### src/hw/rtl/spcd_pkg.sv
`default_nettype none
package spcd_pkg;

	// packet byte positions
	localparam int POS_W        = 5;
	localparam logic [POS_W-1:0] POS_BATT    = 5'd7;
	localparam logic [POS_W-1:0] POS_TEMP_LO = 5'd10;
	localparam logic [POS_W-1:0] POS_TEMP_HI = 5'd11;
	localparam logic [POS_W-1:0] POS_CRC_END = 5'd16;
	localparam logic [POS_W-1:0] POS_CRC_LO  = 5'd16;
	localparam logic [POS_W-1:0] POS_CRC_HI  = 5'd17;
	localparam logic [POS_W-1:0] POS_IDLE    = 5'd18;

	// configuration registers
	localparam int REG_IDX_W = 1;
	localparam int REG_W     = 16;
	localparam logic [REG_IDX_W-1:0] REG_CRC_POLY = 1'd0;
	localparam logic [REG_IDX_W-1:0] REG_CRC_INIT = 1'd1;
	localparam logic [REG_W-1:0] CRC_POLY_RST = 16'hA001;
	localparam logic [REG_W-1:0] CRC_INIT_RST = 16'h0000;

	// beat widths
	localparam int IN_DATA_W  = 8;
	localparam int OUT_DATA_W = 24;

	typedef logic [POS_W-1:0] pos_t;
	typedef logic [REG_W-1:0] crc_t;

	// reflected crc-16 over one byte, lsb first, eight unrolled shifts
	function automatic crc_t crc_byte(input crc_t rem_in, input logic [7:0] b,
		input crc_t poly);
		crc_t rem;
		rem = rem_in ^ {8'd0, b};
		for (int i = 0; i < 8; i++) begin
			if (rem[0]) begin
				rem = (rem >> 1) ^ poly;
			end else begin
				rem = rem >> 1;
			end
		end
		return rem;
	endfunction

endpackage
`default_nettype wire

### src/hw/rtl/sensor_packet_crc_decoder_unit.sv
// Sensor packet CRC decoder.
// Input beats carry one packet byte each (s_axis_tdata) with tuser set on
// byte 0 of a packet. Bytes 0 to 15 run through a reflected CRC-16 with the
// polynomial and seed from the cfg port; bytes 16 and 17 hold the received
// CRC, little endian. After byte 17 one output beat comes out with the match
// flag in tuser and temperature (bytes 11:10) and battery (byte 7) in tdata,
// both zero when the CRC does not match. Bytes outside a packet are dropped.
// Throughput: one byte per cycle, set by the unrolled CRC step, save where
// the last byte stalls as below. A packet's last byte reaches the output
// through the input register, then the result register. The input register
// frees as its byte is processed; only the last byte of a packet waits while
// an undelivered result is held, so a stalled receiver blocks input only at
// the end of the next packet. Reset: polynomial 0xA001, seed 0, no packet in
// progress, both beat registers empty. cfg writes take effect the edge they
// are presented; the seed is sampled at each packet start.
`default_nettype none
module sensor_packet_crc_decoder_unit (
	input  wire logic                             clk,
	input  wire logic                             arst_n,
	// slave stream
	input  wire logic                             s_axis_tvalid,
	output logic                                  s_axis_tready,
	input  wire logic [spcd_pkg::IN_DATA_W-1:0]   s_axis_tdata,  // [7:0] data_byte
	input  wire logic [0:0]                       s_axis_tuser,  // [0] packet_start
	// master stream
	output logic                                  m_axis_tvalid,
	input  wire logic                             m_axis_tready,
	output logic [spcd_pkg::OUT_DATA_W-1:0]       m_axis_tdata,  // [15:0] temperature_tenths,
	                                                             // [23:16] battery_percent
	output logic [0:0]                            m_axis_tuser,  // [0] crc_ok
	// configuration write port
	input  wire logic                             cfg_we,
	input  wire logic [spcd_pkg::REG_IDX_W-1:0]   cfg_index,
	input  wire logic [spcd_pkg::REG_W-1:0]       cfg_data
);
	import spcd_pkg::*;

	crc_t       poly_q;
	crc_t       init_q;
	logic       valid_s1;
	logic [7:0] byte_s1;
	logic       start_s1;
	pos_t       pos_q;
	crc_t       crc_q;
	logic [7:0] rx_lo_q;
	logic [15:0] temp_q;
	logic [7:0] batt_q;
	logic       out_valid_q;
	logic [OUT_DATA_W-1:0] out_data_q;
	logic       out_ok_q;

	pos_t       pos_eff;
	crc_t       crc_base;
	crc_t       crc_next;
	logic       active;
	logic       is_last;
	logic       out_free;
	logic       advance;
	logic       ok;

	// configuration registers
	always_ff @(posedge clk or negedge arst_n) begin
		if (!arst_n) begin
			poly_q <= CRC_POLY_RST;
			init_q <= CRC_INIT_RST;
		end else if (cfg_we) begin
			if (cfg_index == REG_CRC_POLY) begin
				poly_q <= cfg_data;
			end else if (cfg_index == REG_CRC_INIT) begin
				init_q <= cfg_data;
			end
		end
	end

	// byte decode for the registered beat
	always_comb begin
		pos_eff  = start_s1 ? '0 : pos_q;
		crc_base = start_s1 ? init_q : crc_q;
		active   = start_s1 || (pos_q != POS_IDLE);
		is_last  = active && (pos_eff == POS_CRC_HI);
		crc_next = (pos_eff < POS_CRC_END) ? crc_byte(crc_base, byte_s1, poly_q) : crc_base;
		ok       = ({byte_s1, rx_lo_q} == crc_base);
		out_free = !out_valid_q || m_axis_tready;
		advance  = valid_s1 && (!is_last || out_free);
	end

	assign s_axis_tready = !valid_s1 || advance;

	// input register
	always_ff @(posedge clk or negedge arst_n) begin
		if (!arst_n) begin
			valid_s1 <= 1'b0;
		end else if (s_axis_tready) begin
			valid_s1 <= s_axis_tvalid;
		end
	end

	always_ff @(posedge clk) begin
		if (s_axis_tready && s_axis_tvalid) begin
			byte_s1  <= s_axis_tdata;
			start_s1 <= s_axis_tuser[0];
		end
	end

	// packet state
	always_ff @(posedge clk or negedge arst_n) begin
		if (!arst_n) begin
			pos_q   <= POS_IDLE;
			crc_q   <= '0;
			rx_lo_q <= '0;
			temp_q  <= '0;
			batt_q  <= '0;
		end else if (advance && active) begin
			pos_q <= is_last ? POS_IDLE : pos_eff + 5'd1;
			crc_q <= crc_next;
			if (pos_eff == POS_BATT) begin
				batt_q <= byte_s1;
			end
			if (pos_eff == POS_TEMP_LO) begin
				temp_q[7:0] <= byte_s1;
			end
			if (pos_eff == POS_TEMP_HI) begin
				temp_q[15:8] <= byte_s1;
			end
			if (pos_eff == POS_CRC_LO) begin
				rx_lo_q <= byte_s1;
			end
		end
	end

	// result register
	always_ff @(posedge clk or negedge arst_n) begin
		if (!arst_n) begin
			out_valid_q <= 1'b0;
		end else if (advance && is_last) begin
			out_valid_q <= 1'b1;
		end else if (m_axis_tready) begin
			out_valid_q <= 1'b0;
		end
	end

	always_ff @(posedge clk) begin
		if (advance && is_last) begin
			out_ok_q   <= ok;
			out_data_q <= ok ? {batt_q, temp_q} : '0;
		end
	end

	assign m_axis_tvalid   = out_valid_q;
	assign m_axis_tdata    = out_data_q;
	assign m_axis_tuser[0] = out_ok_q;

endmodule
`default_nettype wire

### config.mk
export PLATFORM = sky130hd
export DESIGN_NAME = sensor_packet_crc_decoder_unit
export DESIGN_NICKNAME = d
export VERILOG_FILES = /design/src/hw/rtl/spcd_pkg.sv /design/src/hw/rtl/sensor_packet_crc_decoder_unit.sv
export SDC_FILE = /design/constraint.sdc
export NUM_CORES = 1
export LEC_CHECK = 0
export ABC_CLOCK_PERIOD_IN_PS = 11950
export BUFFER_PORTS_ARGS = -buffer_cell sky130_fd_sc_hd__buf_2
export CORE_ASPECT_RATIO = 1.75
export CORE_MARGIN = 4
export CORE_UTILIZATION = 60
export DETAILED_ROUTE_END_ITERATION = 6
export GPL_TIMING_DRIVEN = 0
export HOLD_SLACK_MARGIN = 0.02
export PLACE_DENSITY = 0.88
export SETUP_SLACK_MARGIN = 0.05
export SYNTH_ARGS = -nofsm -noshare
export SYNTH_HDL_FRONTEND = slang
export SYNTH_SLANG_ARGS = --single-unit
### constraint.sdc
create_clock -name clk -period 11.95 [get_ports clk]
set_input_delay 1.195 -clock clk [delete_from_list [all_inputs] [get_ports clk]]
set_output_delay 1.195 -clock clk [all_outputs]
set_load 0.01 [all_outputs]
Yosys cells after proc, flatten, opt, wreduce, memory -nomap -nowiden
Index checks and enable logic that the tools add are counted.

Register bits after elaboration: 121. Bits of input ports: 31. Word-level logic and storage cells: 66.

$add $sub $neg: 1. Order comparisons: 1. Eq/ne operators: 7. Multiplexer cells: 14. Bitwise operators: 10. Reduce and logical (&&, ||, !) cells: 19.

Operators with widths (number): two-way mux 16 bit (10); bitwise XOR 15 x 16 -> 16 bit (8); == test 16 bit (1); bitwise XOR 16 x 8 -> 16 bit (1); AND reduction 2 bit (6); == test 5 x 4 -> 1 bit, second input constant (2); == test 5 bit, second input constant (2); two-way mux 5 bit (2); adder 5 x 1 -> 5 bit, second input constant (1); == test 5 x 3 -> 1 bit, second input constant (1); logical AND 1 bit (5); less-than comparator 5 bit, second input constant (1); inequality test 5 bit, second input constant (1); logical OR 1 bit (4); logical NOT 1 bit (3); two-way mux 1 bit (2); nonzero test 2 bit (1); NOT 1 bit (1).

Logic depth before layout (Yosys ltp)
Gate-level depths: netlist (run 1).

Depth after elaboration: 19. Gate-level depth with buffers: 17.

Worst setup path after synthesis (run 1)
Ideal clock, no wire load.

Kind: reg-to-reg. Start point: register start_s1. End point: register crc_q[11]. Arrival time: 4.077 ns. Path slack: 7.742 ns. Cell stages (with the launch flop): 16. Path buffers: 2. Cells stage by stage: edfxtp_1 buf_6 mux2i_4 xor2_4 mux2i_1 o211ai_4 xnor2_2 xnor3_1 a221oi_2 xor2_1 or3b_1 a31oi_2 buf_2 o21ai_1 xnor3_1 o21ai_1.

Word-level cells in the longest chain between the ends: 18. Elaborated cells between the ends (all ways): 28. Those cells by class: order compare: 1; eq/ne: 1; mux: 11; bitwise: 9; reduce/logical: 6.

Ends and longest elaborated chain: start: declaration (RTL line sensor_packet_crc_decoder_unit.sv:42) `logic start_s1;`; start signal: assignment (RTL line sensor_packet_crc_decoder_unit.sv:101) `start_s1 <= s_axis_tuser[0];`; two-way mux 16 bit (RTL line sensor_packet_crc_decoder_unit.sv:78) `crc_base = start_s1 ? init_q : crc_q;`; bitwise XOR 16 x 8 -> 16 bit (RTL line spcd_pkg.sv:33) `rem = rem_in ^ {8'd0, b};`; bitwise XOR 15 x 16 -> 16 bit (RTL line spcd_pkg.sv:36) `rem = (rem >> 1) ^ poly;`; two-way mux 16 bit (RTL line spcd_pkg.sv:35) `if (rem[0]) begin`; bitwise XOR 15 x 16 -> 16 bit (RTL line spcd_pkg.sv:36); two-way mux 16 bit (RTL line spcd_pkg.sv:35); bitwise XOR 15 x 16 -> 16 bit (RTL line spcd_pkg.sv:36); two-way mux 16 bit (RTL line spcd_pkg.sv:35); [2 not listed]; two-way mux 16 bit / bitwise XOR 15 x 16 -> 16 bit (equally long branches) (RTL line spcd_pkg.sv:35, spcd_pkg.sv:36); bitwise XOR 15 x 16 -> 16 bit / two-way mux 16 bit (equally long branches) (RTL line spcd_pkg.sv:36, spcd_pkg.sv:35); two-way mux 16 bit / bitwise XOR 15 x 16 -> 16 bit (equally long branches) (RTL line spcd_pkg.sv:35, spcd_pkg.sv:36); bitwise XOR 15 x 16 -> 16 bit / two-way mux 16 bit (equally long branches) (RTL line spcd_pkg.sv:36, spcd_pkg.sv:35); two-way mux 16 bit / bitwise XOR 15 x 16 -> 16 bit (equally long branches) (RTL line spcd_pkg.sv:35, spcd_pkg.sv:36); bitwise XOR 15 x 16 -> 16 bit / two-way mux 16 bit (equally long branches) (RTL line spcd_pkg.sv:36, spcd_pkg.sv:35); two-way mux 16 bit (RTL line spcd_pkg.sv:35); two-way mux 16 bit (RTL line sensor_packet_crc_decoder_unit.sv:81) `crc_next = (pos_eff < POS_CRC_END) ? crc_byte(crc_base, byte_s1, poly_q) : crc_base;`; end signal: assignment (RTL line sensor_packet_crc_decoder_unit.sv:115) `crc_q <= crc_next;`; end: declaration (RTL line sensor_packet_crc_decoder_unit.sv:44) `crc_t crc_q;`.

Parallel ways exist; a longest one is shown, timed or not. A chain may end at the register's enable or synchronous reset.

Final worst setup path (run 1)
Start point: register start_s1. End point: register crc_q[7].

Word-level cells in the longest chain between the ends: 19. Elaborated cells between the ends (all ways): 28. Those cells by class: order compare: 1; eq/ne: 1; mux: 11; bitwise: 9; reduce/logical: 6.

Ends and longest elaborated chain (RTL line): two-way mux 16 bit (sensor_packet_crc_decoder_unit.sv:78); bitwise XOR 16 x 8 -> 16 bit (spcd_pkg.sv:33); bitwise XOR 15 x 16 -> 16 bit (spcd_pkg.sv:36); two-way mux 16 bit (spcd_pkg.sv:35); bitwise XOR 15 x 16 -> 16 bit (spcd_pkg.sv:36); two-way mux 16 bit (spcd_pkg.sv:35); bitwise XOR 15 x 16 -> 16 bit (spcd_pkg.sv:36); two-way mux 16 bit (spcd_pkg.sv:35); [3 not listed]; two-way mux 16 bit (spcd_pkg.sv:35); bitwise XOR 15 x 16 -> 16 bit (spcd_pkg.sv:36); two-way mux 16 bit (spcd_pkg.sv:35); bitwise XOR 15 x 16 -> 16 bit (spcd_pkg.sv:36); two-way mux 16 bit (spcd_pkg.sv:35); bitwise XOR 15 x 16 -> 16 bit (spcd_pkg.sv:36); two-way mux 16 bit (spcd_pkg.sv:35); two-way mux 16 bit (sensor_packet_crc_decoder_unit.sv:81).

Parallel ways exist; a longest one is shown, timed or not.

==> parameters.txt, run 1 <==
Parameter                              Value

Critical path
  Arrival time reported for the critical path endpoint ... 5.44 ns
  Slowest stage cell, crit path ... xnor3_1
  WS Path Type ... reg2reg
  Kind of launch point of the worst setup path ... flip-flop
  Buffers plus inverters on the worst setup path ... 3
  RR Endpoint ... crc_q[7]$_DFFE_PN0P_
  Chain of cells forming the critical path ... buf_6, mux2i_4, xnor2_1, clkbuf_1, nor2_1, a221oi_1, o21ai_0, mux2i_1, mux2i_2, xor2_2, or3b_1, a31oi_2, buf_2, o21ai_1, xnor3_1, o21ai_1
  Critical Path Most Common Cell ... o21ai_1
  R2R depth ... 16
  Worst Path Required ... 12.23 ns
  Critical path endpoint category ... flip-flop
  Startpoint of the most critical register-to-register path ... start_s1$_DFFE_PP_
  Longest individual stage delay on the worst path ... 0.48 ns
  CP delay by family, top ... compound AO/OA/AOI/OAI gates
  Internal reg-to-reg setup slack ... 6.80 ns
  Top fanout value on the critical path ... 10

Synthesis
  Share of flip-flops with an asynchronous set or reset ... 71.9%
  Synth warnings ... 0
  Synthesized area per cell ... 10.3 sq um
  Number of enable-type register cells in the synthesized netlist ... 34
  Primary FF master, synth ... dfrtp_1
  Count of mapped cells out of synthesis ... 747
  Cell area after synthesis ... 0.00771 sq mm
  Post-synth net total ... 782
  Flop and latch count out of synthesis ... 121
  Sequential fraction of the synthesis area ... 41.5%
  Post-synth cell types ... 59

Detailed routing
  DRC violations left ... 0
  Number of search-and-repair iterations in the first detailed-routing pass ... 6
  Starting DRC count in detailed routing ... 465
  Final antenna-violating net count ... 0
  Drt via density ... 6.17
  Final wirelength ... 20800 um
  Total via count in the routed design ... 6204
  Wire length per cell ... 20.7 um

Die
  Chip Height ... 158 um
  Area enclosed by the die boundary ... 0.0148 sq mm
  Initial core utilization ... 61.4%
  Top-Level Pins ... 58
  Core Region ... 0.0126 sq mm
  Number of standard-cell rows in the floorplan ... 54
  Overall die width ... 93.7 um

Cells and area
  Sequential Area ... 0.00320 sq mm
  Final nets ... 860
  Fraction of final layout cells sized beyond drive strength 1 ... 22.1%
  Multi-input combinational cell area ... 0.00426 sq mm
  Number of fill cells ... 871
  P&R area growth vs syn ... 14.4%
  Number of inserted diodes ... 0
  Design area ... 0.00883 sq mm
  Layout Cells excl Fill ... 1006

Clocking
  Number of hold buffers added after cts ... 0
  Root Buffer ... clkbuf_16
  Total setup buffers inserted after CTS ... 0
  Skew-Pair Late Insertion Delay ... 0.43 ns
  Cts repair resizes ... 0
  Maximum clock path buffer count ... 2
  Clock tree from TritonCTS ... yes
  CTS clock-pin slew for the worst setup and hold paths ... 0.06 ns
  Clock sinks ... 121
  Inserted Clock Buffers ... 17
  Clock H-tree levels ... 4

Placed design
  Number of cells after detailed placement ... 974
  Half-perimeter wire length of the detailed placement result ... 14000 um
  Post-DP Area ... 0.00826 sq mm
  Routability Congestion ... 0.914
  Total of buffers placed on input and output ports ... 57

Timing
  Number of endpoints with negative hold slack in the final report ... 0
  Normalized max-slew margin ... 27.9%
  Actual transition at the worst max-transition pin ... 1.07 ns
  F_max ... 0.194 GHz
  Clock tree skew after final layout ... 0.00881 ns
  Final setup TNS ... 0 ns
  Final period utilization ... 43.1%
  Final-report max-slew violation count ... 0
  Number of endpoints failing setup at the final stage ... 0
  Final min period ... 5.15 ns
  Unrepaired setup endpoints after global routing ... no

Worst hold path
  Hold WC Path Type ... reg2reg
  Worst min-delay path endpoint ... temp_q[13]$_DFFE_PN0P_
  Hold path startpoint ... temp_q[13]$_DFFE_PN0P_
  Hold Path Depth ... 1

Job
  Number of max-cap violations ... 0

Global route
  Number of antenna violations at the first check in global routing ... 0
  GRT Util Overall ... 29.2%
  Wire length of the first global-routing pass ... 32500 um
  Global route overflow ... 0
  Via count of the first global-routing pass ... 6277
  Maximum number of pins on one net before global-route repair ... 60

Outcome
  Status ... finished clean
[synthesized netlist by cell type, types with 17 or more instances]
| library cell | number | area (sq um) |
|---|---|---|
| and2_1 | 26 | 163 |
| clkbuf_1 | 44 | 165 |
| dfrtp_1 | 82 | 2050 |
| edfxtp_1 | 34 | 1020 |
| mux2_2 | 63 | 709 |
| mux2i_1 | 22 | 220 |
| nand2_1 | 118 | 443 |
| nor2_1 | 17 | 63.8 |
| o21a_1 | 23 | 173 |
| o21ai_0 | 39 | 195 |
| o21ai_1 | 20 | 100 |
| xnor2_1 | 70 | 613 |
| xnor3_1 | 17 | 383 |
| xor2_1 | 28 | 245 |
[worst max-delay path by stage]
stage | depth (start not counted) | from | to
CTS | 16 | start_s1$_DFFE_PP_ | crc_q[7]$_DFFE_PN0P_
detailed placement | 15 | poly_q[0]$_DFFE_PN1P_ | crc_q[11]$_DFFE_PN0P_
global placement | 15 | poly_q[0]$_DFFE_PN1P_ | crc_q[11]$_DFFE_PN0P_
finish | 16 | start_s1$_DFFE_PP_ | crc_q[7]$_DFFE_PN0P_
global route | 16 | start_s1$_DFFE_PP_ | crc_q[7]$_DFFE_PN0P_
floorplan | 15 | start_s1$_DFFE_PP_ | crc_q[11]$_DFFE_PN0P_
[cell families (layout without fill, tap and decap cells)]
logic type	after synthesis	in the layout	share of synthesized area, %
muxes	89	89	13.0
adders and majority gates	4	4	0.649
xor gates and xnor gates	120	120	17.3
and+or+nand+nor	208	208	12.4
buffers and inverters	64	155	3.37
DFF	121	121	41.5
AOI/OAI and AO/OA	141	141	11.8
[stage by stage]
step / setup slack, ns / hold WS, ns / util (%)
after floorplan: 7.74 / 0.442 / -
after global placement: 7.06 / 0.461 / 65.3
after detailed placement: 6.96 / 0.469 / 65.8
after CTS: 6.83 / 0.499 / 70.2
after global routing: 6.40 / 0.511 / 70.2
final: 6.80 / 0.499 / 70.2
[sequential cells by signal (all words and copies together), names as in the netlist, 5 cells and up]
register and cells:
m_axis_tdata 24, crc_q 16, init_q 16, poly_q 16, temp_q 16, batt_q 8
byte_s1 8, rx_lo_q 8, pos_q 5
[placed cells by master (no fill, tap or decap), drive strengths merged, types with 2 or more instances in the layout]
cell      instances
a211oi            4
a21oi             9
a221oi            3
a31oi            13
and2             27
buf              70
clkbuf           62
clkinv            9
clkinvlp          2
dfrtp            82
dfstp             5
edfxtp           34
ha                4
inv              11
mux2             64
mux2i            25
nand2           118
nand2b            9
nand3             9
nand3b            3
nand4             9
nor2             17
nor2b             4
nor3              4
nor4              2
o211ai            9
o21a             23
o21ai            59
o22ai            13
or2               2
xnor2            72
xnor3            17
xor2             31
[cell type report]
type / instances / area share, %
plain buffers: 55 / 2.57
clock buffers: 18 / 4.98
clock inverters: 14 / 1.40
inverters: 9 / 0.383
multi-input cells: 562 / 48.2
flip-flops and latches: 121 / 36.3
well taps: 168 / 2.38
repair buffers: 59 / 3.74
[metal layers]
metal / GRT usage (%) / part of all wire (%) / vias up
met1: 31.2 / 34 / 2977
met2: 51.4 / 52 / 353
met3: 6.18 / 6.6 / 120
met4: 19.2 / 7.4 / 0
met5: 0 / 0 / -
li1: - / - / 2754
Power of run 1 is not shown: default switching activity piles up to over one toggle a cycle in this logic, so the estimate is an artifact.
==> inputs of run 2 (changes only) <==
ABC_CLOCK_PERIOD_IN_PS = 4200   (was 11950)
CORE_UTILIZATION = 55   (was 60)
PLACE_DENSITY = 0.85   (was 0.88)
clock period = 4.2 ns   (was 11.95 ns; I/O delays follow)
==> parameters.txt, run 2 (synthesized netlist as in run 1, its figures left out) <==
Parameter                              Value

Global route
  Global route overflow ... 0 (unchanged)
  GRT Util Overall ... 28.1% (-1.1 points)
  Wire length of the first global-routing pass ... 34700 um (+6.7%)
  Maximum number of pins on one net before global-route repair ... 75 (+25%)
  Number of antenna violations at the first check in global routing ... 0 (unchanged)
  Via count of the first global-routing pass ... 6617 (+5.4%)

Cells and area
  Fraction of final layout cells sized beyond drive strength 1 ... 30.7% (+8.6 points)
  P&R area growth vs syn ... 24.3%
  Most common cell after layout, fill and taps aside ... nand2_1
  Number of inserted diodes ... 0 (unchanged)
  Top library cells by usage in the layout, fill and taps aside ... nand2_1, dfrtp_1, xnor2_1
  Final nets ... 899 (+4.5%)
  Max reg flops ... 24 (unchanged)
  Layout Cells excl Fill ... 1054 (+4.8%)

Die
  Top-Level Pins ... 58 (unchanged)
  Initial core utilization ... 55.8% (-5.6 points)
  Chip Height ... 165 um (+4.2%)
  Number of standard-cell rows in the floorplan ... 57 (+5.6%)
  Core Region ... 0.0138 sq mm (+10%)
  Area enclosed by the die boundary ... 0.0161 sq mm (+8.5%)
  Overall die width ... 97.5 um (+4.1%)

Outcome
  Violations in the final reports ... negative setup slack
  Status ... complete, but fails checks

Detailed routing
  DRC violations left ... 0 (unchanged)
  Final wirelength ... 22000 um (+5.4%)
  Total via count in the routed design ... 6406 (+3.3%)
  Wire length per cell ... 20.8 um (+0.56%)
  Final antenna-violating net count ... 0 (unchanged)
  Starting DRC count in detailed routing ... 472 (+1.5%)
  Drt via density ... 6.08 (-1.4%)
  Number of search-and-repair iterations in the first detailed-routing pass ... 6 (unchanged)

Critical path
  Arrival time reported for the critical path endpoint ... 4.76 ns (-0.68 ns)
  WS Path Type ... reg2reg
  Kind of launch point of the worst setup path ... flip-flop
  Worst setup path start ... start_s1$_DFFE_PP_
  Worst Path Required ... 4.51 ns (-7.72 ns)
  Top fanout value on the critical path ... 7 (-3)
  Critical path endpoint category ... flip-flop
  Startpoint of the most critical register-to-register path ... start_s1$_DFFE_PP_

Timing
  Clock tree skew after final layout ... 0.0126 ns (+0.00380 ns)
  Final period utilization ... 106% (+63 points)
  Number of endpoints with negative hold slack in the final report ... 0 (unchanged)
  Normalized max-slew margin ... 26.5% (-1.5 points)
  Final min period ... 4.45 ns (-0.700 ns)
  Final-report max-slew violation count ... 0 (unchanged)
  Final critical-path setup slack ... -0.255 ns (-7.05 ns)
  F_max ... 0.224 GHz (+16%)
  Number of endpoints failing setup at the final stage ... 14 (+14)
  Actual transition at the worst max-transition pin ... 1.09 ns (+0.0220 ns)
  Unrepaired setup endpoints after global routing ... yes

Clocking
  Skew-Pair Late Insertion Delay ... 0.43 ns (about the same)
  Clock H-tree levels ... 4 (unchanged)
  Maximum clock path buffer count ... 2 (unchanged)
  CTS clock-pin slew for the worst setup and hold paths ... 0.06 ns (about the same)
  Clock sinks ... 121 (unchanged)
  Clock tree from TritonCTS ... yes
  Inserted Clock Buffers ... 17 (unchanged)
  Root Buffer ... clkbuf_16

Worst hold path
  Hold path startpoint ... s_axis_tdata[5]
  Hold WC Path Type ... in2reg

Job
  Number of max-cap violations ... 0 (unchanged)

Placed design
  Total of buffers placed on input and output ports ... 57 (unchanged)
  Number of cells after detailed placement ... 983 (+0.92%)
  Half-perimeter wire length of the detailed placement result ... 14400 um (+2.8%)
  Routability Congestion ... 0.927 (+1.4%)
-- run 2: path summary, 6_finish.rpt --
kind	to	slack, ns	depth (start not counted)
setup / recovery	crc_q[12]$_DFFE_PN0P_	-0.25	15
hold / removal	byte_s1[5]$_DFFE_PP_	0.16	1
setup reg to reg	crc_q[12]$_DFFE_PN0P_	-0.25	15
hold reg to reg	crc_q[13]$_DFFE_PN0P_	0.49	2
max in group asynchronous	poly_q[0]$_DFFE_PN1P_	3.14	3
min in group asynchronous	valid_s1$_DFFE_PN0N_	0.39	2
-- run 2: worst max-delay path: stages, from the launching register on --
cell	delay, ns
edfxtp_1	0.39
buf_6	0.16
buf_4	0.15
mux2i_4	0.23
xnor2_2	0.38
nand2_1	0.13
mux2_1	0.32
xnor3_2	0.42
nand2b_1	0.19
mux2i_4	0.25
xor2_4	0.21
or3b_4	0.43
and4_4	0.24
o21ai_2	0.17
xnor3_2	0.39
mux2_2	0.28
-- run 2: what timing repair did --
| item | 4_1_cts | 5_1_grt |
|---|---|---|
| gates resized for setup | 69 | 25 |
| hold buffers | 1 | 0 |
| endpoints found under the hold margin | 12 | 0 |
| setup buffers | 29 | 10 |
| pin swaps | 26 | 11 |
| setup endpoints to repair | 16 | 24 |
-- run 2: routing by layer --
metal  global-route usage (%)  vias to the layer above  routed length (um)  part of all wire, %
li1                         -                     2834                   -                    -
met1                     29.3                     3137                7620                   35
met2                     49.8                      345               11600                   53
met3                     6.51                       90                1360                  6.2
met4                     19.4                        0                1420                  6.5
met5                        0                        -                   0                    0
-- run 2: final cells by class --
type                    instances  area (sq um)
repair buffers                 99           682
multi-input cells             562          4560
clock buffers                  20           447
inverters                       9          38.8
plain buffers                  54           310
well taps                     177           221
clock inverters                12           126
flip-flops and latches        121          3200
fillers                       943          4240
-- run 2: metrics by stage --
stage                     setup TNS (ns)  util [%]  worst slack, ns  hold slack [ns]  area [sq um]
after floorplan                        0         -           0.0719            0.124          7740
after global placement            -12.26      59.6           -0.612            0.464          8240
after detailed placement          -10.10      60.0           -0.743            0.294          8300
after CTS                         -0.605      67.9          -0.0982            0.166          9390
after global routing               -4.12      69.3           -0.413            0.153          9590
final                              -2.00      69.3           -0.255            0.162          9590
Power of run 2 is left out for the same reason.
==> inputs of run 3 (changes only) <==
CORE_MARGIN = default   (was 4)
==> parameters.txt, run 3 (synthesized netlist as in run 1, its figures left out) <==
Parameter                              Value

Placed design
  Total of buffers placed on input and output ports ... 57 (unchanged)
  Post-DP Area ... 0.00830 sq mm (about the same)
  Half-perimeter wire length of the detailed placement result ... 13900 um (-3.1%)
  Routability Congestion ... 0.924 (-0.39%)
  Pre-CTS setup slack ... -0.683 ns (+0.0599 ns)

Detailed routing
  Final antenna-violating net count ... 0 (unchanged)
  Number of search-and-repair iterations in the first detailed-routing pass ... 5 (-1)
  Total via count in the routed design ... 6590 (+2.9%)
  Starting DRC count in detailed routing ... 534 (+13%)
  Drt via density ... 6.24 (+2.7%)
  DRC violations left ... 0 (unchanged)
  Wire length per cell ... 21.2 um (+1.8%)
  Final wirelength ... 22400 um (+2.0%)

Timing
  Final period utilization ... 108% (+1.6 points)
  Final critical-path setup slack ... -0.320 ns (-0.0656 ns)
  Clock tree skew after final layout ... 0.00740 ns (-0.00521 ns)
  Final-report max-slew violation count ... 0 (unchanged)
  Final min period ... 4.52 ns (+0.0656 ns)
  Number of endpoints failing setup at the final stage ... 16 (+2)
  Unrepaired setup endpoints after global routing ... yes
  Number of endpoints with negative hold slack in the final report ... 0 (unchanged)
  Normalized max-slew margin ... 45.5% (+19 points)
  Actual transition at the worst max-transition pin ... 0.808 ns (-0.286 ns)
  F_max ... 0.221 GHz (-1.5%)

Outcome
  Status ... complete, but fails checks
  Violations in the final reports ... negative setup slack

Critical path
  R2R depth ... 19 (+4)
  Top fanout value on the critical path ... 7 (unchanged)
  WS Path Type ... reg2reg
  Buffers plus inverters on the worst setup path ... 6 (+4)
  Longest individual stage delay on the worst path ... 0.48 ns (+0.05 ns)
  Worst Path Required ... 4.50 ns (about the same)
  Slowest stage cell, crit path ... xnor3_2
  CP delay by family, top ... XOR/XNOR gates
  Chain of cells forming the critical path ... buf_6, mux2i_4, xor2_4, buf_6, buf_4, a31o_2, a221oi_2, buf_4, nor2_4, nand2_1, xnor3_2, xor2_2, or3b_4, a31oi_4, buf_4, buf_6, o21ai_2, xnor3_2, mux2_4
  Internal reg-to-reg setup slack ... -0.32 ns (-0.07 ns)
  Kind of launch point of the worst setup path ... flip-flop
  Startpoint of the most critical register-to-register path ... start_s1$_DFFE_PP_
  Critical path endpoint category ... flip-flop
  RR Endpoint ... crc_q[12]$_DFFE_PN0P_
  Arrival time reported for the critical path endpoint ... 4.82 ns (+0.06 ns)

Clocking
  Clock tree from TritonCTS ... yes
  CTS clock-pin slew for the worst setup and hold paths ... 0.06 ns (about the same)
  Inserted Clock Buffers ... 17 (unchanged)
  Root Buffer ... clkbuf_16
  Maximum clock path buffer count ... 2 (unchanged)
  Skew-Pair Late Insertion Delay ... 0.42 ns (about the same)
  Clock H-tree levels ... 4 (unchanged)
  Clock sinks ... 121 (unchanged)

Global route
  Wire length of the first global-routing pass ... 33800 um (-2.6%)
  GRT Util Overall ... 31.2% (+3.1 points)
  Number of antenna violations at the first check in global routing ... 1 (+1)
  Via count of the first global-routing pass ... 6448 (-2.6%)
  Global route overflow ... 0 (unchanged)
  Maximum number of pins on one net before global-route repair ... 50 (-33%)

Cells and area
  P&R area growth vs syn ... 24.4% (about the same)
  Top library cells by usage in the layout, fill and taps aside ... nand2_1, dfrtp_1, xnor2_1
  Final nets ... 903 (+0.44%)
  Most common cell after layout, fill and taps aside ... nand2_1
  Max reg flops ... 24 (unchanged)
  Final core utilization ... 71.0% (+1.7 points)
  Design area ... 0.00960 sq mm (about the same)
  Fraction of final layout cells sized beyond drive strength 1 ... 30.8% (+0.088 points)

Die
  Overall die width ... 91.5 um (-6.2%)
  Chip Height ... 159 um (-3.6%)
  Area enclosed by the die boundary ... 0.0145 sq mm (-9.6%)
  Core Region ... 0.0135 sq mm (-2.3%)
  Initial core utilization ... 57.1% (+1.3 points)
  Number of standard-cell rows in the floorplan ... 56 (-1.8%)
  Top-Level Pins ... 58 (unchanged)

Job
  Number of max-cap violations ... 0 (unchanged)

Worst hold path
  Hold WC Path Type ... in2reg
  Hold path startpoint ... s_axis_tdata[5]
  Hold Path Depth ... 1 (unchanged)
  Worst min-delay path endpoint ... byte_s1[5]$_DFFE_PP_
==> run 3: layer usage <==
metal / share of wire, % / GRT usage (%)
met4: 6.6 / 19.3
met3: 6.3 / 4.87
met2: 53 / 57.7
met5: 0 / 0
met1: 34 / 33.1
==> run 3: per-stage QoR <==
stage	std cells	hold slack [ns]	TNS (ns)
after floorplan	747	0.124	0
after global placement	978	0.467	-11.21
after detailed placement	981	0.428	-9.38
after CTS	1040	0.172	-0.878
after global routing	1056	0.165	-5.34
final	1056	0.172	-3.29
==> run 3: worst max path at each step <==
stage                                   from               endpoint  slack (ns)  cells past startpoint
after floorplan           start_s1$_DFFE_PP_  crc_q[11]$_DFFE_PN0P_        0.07                     15
after global placement    start_s1$_DFFE_PP_  crc_q[11]$_DFFE_PN0P_       -0.61                     16
after detailed placement  start_s1$_DFFE_PP_  crc_q[11]$_DFFE_PN0P_       -0.68                     16
after CTS                 start_s1$_DFFE_PP_  crc_q[12]$_DFFE_PN0P_       -0.14                     16
after global routing      start_s1$_DFFE_PP_   crc_q[9]$_DFFE_PN0P_       -0.43                     17
final                     start_s1$_DFFE_PP_  crc_q[12]$_DFFE_PN0P_       -0.32                     19
==> run 3: timing repair <==
| action | in CTS | in global routing |
|---|---|---|
| setup endpoints to repair | 16 | 36 |
| buffers inserted | 25 | 15 |
| resized for setup | 66 | 25 |
| gates cloned | 1 | 0 |
| hold buffers | 1 | 0 |
| endpoints found under the hold margin | 36 | 0 |
| pin swaps | 29 | 13 |
==> run 3: area by class of cell <==
| type | count | area, sq um |
|---|---|---|
| multi-input combinational | 562 | 4590 |
| timing repair buffer | 102 | 718 |
| buffer | 55 | 262 |
| sequential | 121 | 3200 |
| inverter | 9 | 38.8 |
| antenna | 1 | 2.50 |
| fill | 883 | 3920 |
| clock buffer | 20 | 447 |
| tap | 174 | 218 |
| clock inverter | 12 | 125 |
Power of run 3 is left out for the same reason.
